<file path="src/rtl/dmm_ram.sv">
// Generic single write port, single read port RAM with registered read data.
`timescale 1ns / 1ps

module dmm_ram #(
  parameter int unsigned Width = 32,
  parameter int unsigned Depth = 64
) (
  input  logic                     clk_i,
  input  logic                     we_i,
  input  logic [$clog2(Depth)-1:0] waddr_i,
  input  logic [Width-1:0]         wdata_i,
  input  logic [$clog2(Depth)-1:0] raddr_i,
  output logic [Width-1:0]         rdata_o
);

  logic [Width-1:0] mem [Depth];
  logic [Width-1:0] rdata_q;

  always_ff @(posedge clk_i) begin
    if (we_i) begin
      mem[waddr_i] <= wdata_i;
    end
    rdata_q <= mem[raddr_i];
  end

  assign rdata_o = rdata_q;

endmodule

</file>
<file path="config.mk">
export PLATFORM = sky130hd
export DESIGN_NAME = dmm_ram
export DESIGN_NICKNAME = d
export VERILOG_FILES = /design/src/rtl/dmm_ram.sv
export SDC_FILE = /design/constraint.sdc
export NUM_CORES = 2
export LEC_CHECK = 0
export ABC_AREA = 1
export BUFFER_PORTS_ARGS = -buffer_cell sky130_fd_sc_hd__clkbuf_2
export CORE_AREA = 2 2 529 531
export CTS_BUF_LIST = sky130_fd_sc_hd__clkbuf_2
export CTS_CLUSTER_DIAMETER = 80
export CTS_CLUSTER_SIZE = 10
export DETAILED_ROUTE_END_ITERATION = 16
export DIE_AREA = 0 0 531 533
export MAX_ROUTING_LAYER = met4
export PLACE_DENSITY_LB_ADDON = 0.05
export SYNTH_ARGS = -nofsm -noshare
export SYNTH_HDL_FRONTEND = slang
export SYNTH_SLANG_ARGS = --single-unit
</file>
<file path="constraint.sdc">
create_clock -name clk_i -period 5.8 [get_ports clk_i]
set_input_delay 0.87 -clock clk_i [delete_from_list [all_inputs] [get_ports clk_i]]
set_output_delay 0.87 -clock clk_i [all_outputs]
set_load 0.02 [all_outputs]
</file>
# --- Yosys cells after proc, flatten, opt, wreduce, memory -nomap -nowiden ---
# Memory sizes are Yosys's and may differ from the RTL's. A register that Yosys moved wholly into a read port is not among the register bits.
# Cells that the tools add are included.
word_totals:
  output_inout_bits: 32
  memories: 1
  register_bits: 0
  word_cells: 3
  ram_bits: 2048
  in_bits: 46
op_classes:
  n_mux: 2
mem_list:
  columns: ["memory", "words", "width", "read_ports", "rd_ports_with_merged_regs", "write_ports", "line_no", "source"]
  rows:
  - ["mem", 64, 32, 1, 1, 1, "16", "logic [Width-1:0] mem [Depth];"]
op_table:
  columns: ["op", "count"]
  rows:
  - ["1-bit 2-to-1 mux", 2]

# --- Longest topological paths before layout ---
depth:
  depth_word: 2
  mapped_depth: 13
  ltp_nobuf: 9

# --- Worst setup path after synthesis ---
# No wires, ideal clock.
synth_path:
  path_type: "input to register"
  from: "input port we_i"
  to: "memory mem[48][0], enable pin"
  required_ns: 5.298
  arrival_ns: 4.498
  n_path_buf: 1
  path_slack_ns: 0.800
  path_stages: 3
  setup_time_ns: 0.502
  cell_sequence: "clkbuf_1 > nand4_1 > nor4_1"
synth_via:
  elab_chain_len: 2
synth_lines:
  columns: ["item", "line_no", "source"]
  rows:
  - ["start: declaration", "9", "input logic we_i,"]
  - ["1-bit 2-to-1 mux", "20", "if (we_i) begin"]
  - ["1-bit 2-to-1 mux (implied by the code)", "21", "mem[waddr_i] <= wdata_i;"]
  - ["end: declaration", "16", null]
# Every way passes these cells.

==> qor.csv <==
stage,metric,value,unit
run_status,status,"finished, final reports clean",
layout,nets,6945,
detailed_routing,ant_nets,0,
placed_design,place_congestion,0.785,
floorplanning,die_area,283000,µm²
layout,final_cells,10780,
placed_design,postPlaceCellArea,87900,µm²
floorplanning,ios,78,
sta,drv_slew,0,
flow_run,maxCapViolations,0,
worst_hold_path,hold_path_class,in -> reg,
floorplanning,die_h,533,µm
worst_setup_path,critical_path_class,in -> reg,
global_route,antenna_found_initial,21,
power_and_ir_drop,powerDensity,286,nW/µm²
worst_setup_path,critPathLaunchType,primary input,
logic_synthesis,yosysWarnings,0,
floorplanning,start_util,0.298,
worst_setup_path,cp_data_required_time,7.54,ns
detailed_routing,drtPass1Iterations,6,
layout,final_common_cell,nand2_1,
detailed_routing,drt_iter0_drc,4764,
detailed_routing,via_per_inst,4.95,
clock_tree,clockBufferDepth,4,
layout,regArea,62100,µm²
layout,fin_util,0.326,
power_and_ir_drop,p_leak,31.2,nW
layout,drive_gt1_frac,0.0998,
floorplanning,core_area,278000,µm²
logic_synthesis,avgSynthCellArea,12.2,µm²
clock_tree,cts_buffers,235,
clock_tree,cts_root_buffer,clkbuf_2,
clock_tree,cts_tree,yes,
global_route,grt-ovfl-total,0,
placed_design,io_buffers,77,
floorplanning,num_rows,194,
logic_synthesis,yosys.cell_types.count,16,
placed_design,dpl.cell_count,10307,
detailed_routing,vias,53414,
worst_setup_path,reg2reg_slack,2.43,ns
placed_design,dp_hpwl,171000,µm
sta,setup-violations-final,0,
sta,layout_min_cycle_time,4.54,ns
sta,relSlewSlack,0.144,
logic_synthesis,synth_seq_cells,2080,
logic_synthesis,ys_seq_area_frac,0.751,
clock_tree,clock_sinks,2080,
sta,finalClockSkew,0.142,ns
sta,hold_viol,0,
power_and_ir_drop,ir_drop,0.140,mV
clock_tree,htreeDepth,4,
global_route,grt_max_degree,138,
detailed_routing,wl_per_cell,28.3,µm
layout,final_cell_mix,"nand2_1 (2248), edfxtp_1 (2048), nand3_1 (1907)",
sta,clock.fmax,0.220,GHz
logic_synthesis,syn-num-nets,6815,
layout,syn_to_final_growth,9.54,%
logic_synthesis,syn-cell-area,82700,µm²
sta,tightest_slew,1.28,ns
worst_setup_path,cp_max_fo,137,
layout,multi_input_area,18800,µm²
layout,final.fill_count,27819,
detailed_routing,drc,0,
global_route,first_global_vias,51913,
power_and_ir_drop,p_total,25.9,mW
global_route,grt.total_usage,0.219,
layout,stdcell_area,90600,µm²
worst_setup_path,worstPathArrival,6.28,ns
sta,fin_crit_sh,0.783,
clock_tree,clk_pin_slew,0.22,ns
clock_tree,post-cts-setup-buffers,0,
logic_synthesis,syn_inst,6769,
global_route,grt_pass1_wl,428000,µm
sta,tns,0,ns
floorplanning,die_width,531,µm
worst_setup_path,worstSetupEndpointType,flop,
sta,rsz0062_at_grt,false,
detailed_routing,wl,305000,µm
clock_tree,clk_latency,1.81,ns
==> critical path, stage by stage <==
cell and delay, ns:
dlygate4sd3_1 0.56, buf_8 0.27, inv_16 0.50, buf_4 0.53, buf_4 0.34, nand2_1 0.08, nand3_1 0.07, nand3_1 0.11
nand3_1 0.11, dlygate4sd3_1 0.56, nand3_1 0.06, dlygate4sd3_1 0.59, nand2_1 0.05, dlygate4sd3_1 0.55, nand2_1 0.05, nand2_1 0.08
dlygate4sd3_1 0.55
==> kinds of logic (layout without fill, tap and decap cells) <==
group | count (synthesis) | in the layout | share of synthesized area
other | 0 | 24 | 0
AND/OR/NAND/NOR | 4228 | 4228 | 0.221
buffers and inverters | 461 | 724 | 0.0278
flip-flops | 2080 | 2080 | 0.751
==> metrics by stage <==
| step | hold WS [ns] | worst slack, ns |
|---|---|---|
| 2_1_floorplan | 0.721 | 0.800 |
| 3_3_place_gp | 0.813 | 1.46 |
| 3_5_place_dp | 0.800 | 1.42 |
| 4_1_cts | 0.00966 | 1.60 |
| 5_1_grt | 0.176 | 1.16 |
| 6_report | 0.299 | 1.26 |
==> synth_stat cells <==
library cell  instances  area share
nand2_1            2248        0.10
buf_1                40      0.0018
nor4_1                8     0.00060
inv_2                 2    0.000091
nand4_1               9     0.00068
buf_2               282       0.017
inv_4                 1    0.000076
buf_4                45      0.0041
nand3_1            1907        0.12
nor2_1               56      0.0025
buf_6                 3     0.00041
edfxtp_1           2048        0.74
buf_8                 2     0.00036
dfxtp_1              32      0.0077
inv_1                 9     0.00041
clkbuf_1             77      0.0035
==> where the power goes <==
part	switching [mW]	total [mW]	internal, mW
registers	0.0986	16.7	16.6
clock network	5.24	6.97	1.73
logic	1.73	2.22	0.494
total	7.07	25.9	18.8
==> sequential cells by signal, indices dropped and copies added (netlist names) <==
name,flops
rdata_o,32
mem,2048
==> repair_timing <==
item                                    CTS  global route
endpoints found under the hold margin  2708             0
gates resized for setup                   0             0
hold buffers                             79             0
==> area by class of cell <==
class | instances | area share
diodes | 24 | 0.000663
clock buffers | 362 | 0.0200
clock inverters | 8 | 0.00130
inverters | 12 | 0.000953
multi-input cells | 4228 | 0.207
flip-flops and latches | 2080 | 0.686
well taps | 3724 | 0.0514
repair buffers | 342 | 0.0330
==> worst paths after layout <==
check | from | endpoint | depth (start not counted)
worst min-delay path | wdata_i[15] | mem[32][15] | 3
worst min register to register | mem[56][13] | rdata_o[13] | 8
worst max register to register | mem[44][2] | rdata_o[2] | 12
worst max-delay path | raddr_i[0] | rdata_o[2] | 17
==> layer usage <==
metal  track usage  up-vias  wire [µm]
met5             -        -          0
met4        0.0590        0       7360
met3        0.0201      355      10500
met2         0.346     1110     146000
met1         0.300    27573     141000
li1              -    24376          -
No activity file was read; power rests on OpenSTA's default activity.
